$ cat src/rtl/bbc_pkg.sv
// ----------------------------------------------------------------------------
// bbc_pkg
// Shared types, codes and decode functions for the bracket balance checker.
// ----------------------------------------------------------------------------
package bbc_pkg;

    // Width of the reported error position
    localparam int INDEX_BITS = 16;

    // Bracket characters
    localparam logic [7:0] CHAR_OPEN_PAREN    = 8'h28;  // (
    localparam logic [7:0] CHAR_CLOSE_PAREN   = 8'h29;  // )
    localparam logic [7:0] CHAR_OPEN_BRACE    = 8'h7B;  // {
    localparam logic [7:0] CHAR_CLOSE_BRACE   = 8'h7D;  // }
    localparam logic [7:0] CHAR_OPEN_BRACKET  = 8'h5B;  // [
    localparam logic [7:0] CHAR_CLOSE_BRACKET = 8'h5D;  // ]

    // Verdict codes
    typedef enum logic [2:0] {
        VERDICT_OK       = 3'd0,
        VERDICT_EMPTY    = 3'd1,
        VERDICT_PAREN    = 3'd2,
        VERDICT_BRACE    = 3'd3,
        VERDICT_BRACKET  = 3'd4,
        VERDICT_UNCLOSED = 3'd5,
        VERDICT_OVERFLOW = 3'd6
    } verdict_t;

    // Bracket kind codes held on the stack
    typedef enum logic [1:0] {
        KIND_PAREN   = 2'd0,
        KIND_BRACE   = 2'd1,
        KIND_BRACKET = 2'd2,
        KIND_NONE    = 2'd3
    } kind_t;

    // Shift control for the row of stack cells
    typedef struct packed {
        logic push;
        logic pop;
    } shift_ctrl_t;

    function automatic kind_t opener_kind(input logic [7:0] c);
        kind_t k;
        case (c)
            CHAR_OPEN_PAREN:   k = KIND_PAREN;
            CHAR_OPEN_BRACE:   k = KIND_BRACE;
            CHAR_OPEN_BRACKET: k = KIND_BRACKET;
            default:           k = KIND_NONE;
        endcase
        return k;
    endfunction

    function automatic kind_t closer_kind(input logic [7:0] c);
        kind_t k;
        case (c)
            CHAR_CLOSE_PAREN:   k = KIND_PAREN;
            CHAR_CLOSE_BRACE:   k = KIND_BRACE;
            CHAR_CLOSE_BRACKET: k = KIND_BRACKET;
            default:            k = KIND_NONE;
        endcase
        return k;
    endfunction

    // Mismatch code depends on the closer that failed to match
    function automatic verdict_t mismatch_verdict(input kind_t k);
        verdict_t v;
        case (k)
            KIND_PAREN:   v = VERDICT_PAREN;
            KIND_BRACE:   v = VERDICT_BRACE;
            KIND_BRACKET: v = VERDICT_BRACKET;
            default:      v = VERDICT_OK;
        endcase
        return v;
    endfunction

endpackage

$ cat src/rtl/bbc_cell.sv
// ----------------------------------------------------------------------------
// bbc_cell
// One stack cell: holds a bracket kind, loads from above on push, below on pop.
// ----------------------------------------------------------------------------
module bbc_cell
    import bbc_pkg::*;
(
    input  logic        clk,
    input  shift_ctrl_t ctrl,
    input  kind_t       from_above,
    input  kind_t       from_below,
    output kind_t       kind
);

    kind_t kind_reg;
    kind_t kind_next;

    // Shift direction select
    always_comb
    begin
        kind_next = kind_reg;
        if (ctrl.push)
        begin
            kind_next = from_above;
        end
        else if (ctrl.pop)
        begin
            kind_next = from_below;
        end
    end

    // Payload only, no reset
    always_ff @(posedge clk)
    begin
        kind_reg <= kind_next;
    end

    assign kind = kind_reg;

endmodule

$ cat src/rtl/bbc_stack.sv
// ----------------------------------------------------------------------------
// bbc_stack
// Shifting stack built as a row of cells; cell 0 is always the top.
// ----------------------------------------------------------------------------
module bbc_stack
    import bbc_pkg::*;
#(
    parameter int DEPTH = 64
)
(
    input  logic        clk,
    input  shift_ctrl_t ctrl,
    input  kind_t       push_kind,
    output kind_t       top_kind
);

    kind_t cell_kind [DEPTH];

    // Row of cells, each handing its kind to a neighbour on every shift
    for (genvar i = 0; i < DEPTH; i++)
    begin : g_cell
        kind_t above;
        kind_t below;

        if (i == 0)
        begin : g_first
            assign above = push_kind;
        end
        else
        begin : g_inner_above
            assign above = cell_kind[i-1];
        end

        if (i == DEPTH - 1)
        begin : g_last
            assign below = KIND_PAREN;
        end
        else
        begin : g_inner_below
            assign below = cell_kind[i+1];
        end

        bbc_cell u_cell
        (
            .clk        (clk),
            .ctrl       (ctrl),
            .from_above (above),
            .from_below (below),
            .kind       (cell_kind[i])
        );
    end

    assign top_kind = cell_kind[0];

endmodule

$ cat config.mk
export PLATFORM = sky130hd
export DESIGN_NAME = bbc_stack
export DESIGN_NICKNAME = d
export VERILOG_FILES = /design/src/rtl/bbc_pkg.sv /design/src/rtl/bbc_cell.sv /design/src/rtl/bbc_stack.sv
export SDC_FILE = /design/constraint.sdc
export NUM_CORES = 1
export LEC_CHECK = 0
export BUFFER_PORTS_ARGS = -buffer_cell sky130_fd_sc_hd__buf_4
export CAP_MARGIN = 20
export CELL_PAD_IN_SITES_DETAIL_PLACEMENT = 0
export CELL_PAD_IN_SITES_GLOBAL_PLACEMENT = 1
export CORE_MARGIN = 8
export CORE_UTILIZATION = 50
export CTS_CLUSTER_SIZE = 40
export DETAILED_ROUTE_END_ITERATION = 6
export GPL_TIMING_DRIVEN = 0
export PLACE_DENSITY = 0.73
export SLEW_MARGIN = 25
export SYNTH_ARGS = -nofsm -noshare
export SYNTH_HDL_FRONTEND = slang
export SYNTH_SLANG_ARGS = --single-unit
$ cat constraint.sdc
create_clock -name clk -period 2.8 [get_ports clk]
set_input_delay 0.56 -clock clk [delete_from_list [all_inputs] [get_ports clk]]
set_output_delay 0.56 -clock clk [all_outputs]
set_load 0.03 [all_outputs]
==> run metrics <==
outcome finished clean; Ys Warns 0; Synth Area per Inst roughly 20 um2; Core Region ~11000 um2; Top Ports 7; crit path launch ctrl[1]; Peak Freq 579.3 MHz; # nets final about 300; DR vias/cell around 5.3; Total GRT Usage 0.1104; CP arrival around 1.9 ns; final WL approximately 7400 um; cell area power density 848.0 nW/um2; startpoint types primary input; reg2reg start g_cell[45].u_cell.kind[0]$_DFFE_PP_; hold slack ~0.35 ns; Iter 0 DRT Violations 150; Initial Util 0.5078; drt first pass iters 4; final period utilization 0.6165; RSZ-0062 raised after global routing no; final core occ 0.5860; initial antenna violation count 0; Setup Buffers After CTS 0; clock sink count around 130; GPL Wtd Cong 0.6784; Resized cells post-CTS 0; Area Growth Syn to Fin 15.38%; final setup vio count 0; Seq cells post-synth around 130; Fin. Hold Viols 0; fillers 811; CTS clk-pin slew, worst paths roughly 0.060 ns; end of the worst register-to-register path g_cell[46].u_cell.kind[0]$_DFFE_PP_; post-route ant nets 0; H-tree depth 4; Slew HR 0.7136; Worst-Skew Late Latency between 0.5 and 0.6 ns; syn_nets about 280; Vias 2386; max FFs per register roughly 130; Syn Inst Count 271; LEAKAGE 0.002233 uW; CTS root buf clkbuf_8; Placement Rows 38; CTS tree done; DRC 0; register area share after synthesis 0.7075; fin cells 450; Antenna diodes 0; reg2reg path depth 1; die span in y between 100 and 150 um; CTS Buf Count 17; CP Capture Point g_cell[10].u_cell.kind[0]$_DFFE_PP_; library cells used by synthesis 6; WL/cell around 16 um; clock tree buffer depth 2; CP max FO 50; die width approximately 120 um; Slew @ Worst Pin ~0.43 ns; VDD IR max about 0.44 mV; fraction of layout cells with a size suffix above 1 0.5710; skew final between 0.005 and 0.006 ns; Final Power roughly 5300 uW; first-pass GRT wire length roughly 12000 um; Die Footprint around 14000 um2; setup TNS 0 ns; vias in the first global route between 2000 and 2500; min Tclk post-route approximately 1.7 ns; R2R Setup Slk roughly 1.9 ns; pins over their slew limit 0; largest net degree at the start of global routing just over 50; Crit path required time around 3 ns; total global routing overflow 0; CTS Hold Bufs 0; Hold Crit Class in2reg; Worst setup EP type flip-flop; max cap viols 0; # placed instances between 400 and 500; HPWL Detailed between 4000 and 5000 um; IO buf count 5; Synth Cell Area 5433 um2; WS Path Type in2reg
[layer usage]
metal	vias up	GRT usage	routed length [um]
met4	0	0.06557	123
li1	1130	-	-
met5	-	0	0
met2	38	0.1624	3550
met3	13	0.04802	293
met1	1205	0.1329	3450
[worst max-delay path, cell delays in order]
cell and delay [ns]:
buf_6 0.14, buf_6 0.16, or2_4 0.40, buf_16 0.31, buf_16 0.29
[logic make-up after synthesis]
family	after synthesis	synth area share
and+or+nand+nor	3	0.003455
DFF	128	0.7075
muxes	126	0.2612
buffers and inverters	14	0.02787
[Yosys cell counts]
| master | count | share of area |
|---|---|---|
| and2_1 | 2 | 0.0023 |
| buf_2 | 1 | 0.00092 |
| buf_6 | 13 | 0.027 |
| edfxtp_1 | 128 | 0.71 |
| mux2_2 | 126 | 0.26 |
| or2_2 | 1 | 0.0012 |
[through the flow]
step / instance area, um2 / setup slack [ns]
2_1_floorplan: 5435 / 0.6060
3_3_place_gp: 5648 / 0.1865
3_5_place_dp: 5703 / 0.5157
4_1_cts: 6269 / 1.077
5_1_grt: 6269 / 1.010
6_report: 6269 / 1.074
[cell usage in the layout, fill, tap and decap left out, types with 2 or more instances in the layout]
cell,instances
buf_16,2
bufinv_16,3
buf_6,13
mux2_2,126
and2_1,2
edfxtp_1,128
buf_4,5
clkinv_2,7
clkinv_1,2
clkbuf_16,16
clkinvlp_4,2
[worst min path at each step]
stage	cells past startpoint	end	from	slack, ns
6_report	2	g_cell[0].u_cell.kind[0]$_DFFE_PP_	push_kind[0]	0.35
5_1_grt	2	g_cell[0].u_cell.kind[1]$_DFFE_PP_	push_kind[1]	0.32
4_1_cts	2	g_cell[0].u_cell.kind[0]$_DFFE_PP_	push_kind[0]	0.31
3_5_place_dp	1	g_cell[62].u_cell.kind[0]$_DFFE_PP_	g_cell[63].u_cell.kind[0]$_SDFFCE_PN0P_	0.54
3_3_place_gp	1	g_cell[62].u_cell.kind[0]$_DFFE_PP_	g_cell[63].u_cell.kind[0]$_SDFFCE_PN0P_	0.53
2_1_floorplan	1	g_cell[62].u_cell.kind[0]$_DFFE_PP_	g_cell[63].u_cell.kind[0]$_SDFFCE_PN0P_	0.52
[area by class of cell]
type	count	area, um2	area share
sequential	128	3844	0.6132
multi-input combinational	129	1440	0.2297
clock buffer	18	417.9	0.06667
tap	140	175.2	0.02794
buffer	14	151.4	0.02415
clock inverter	14	147.6	0.02355
timing repair buffer	7	92.59	0.01477
[power by group]
part,switching (uW),leakage (uW),internal [uW]
Combinational,171,0.000642,319
Sequential,161,0.00131,2560
Clock,766,0.000279,1330
Total,1100,0.00223,4220
Power figures use the tool's default switching activity.
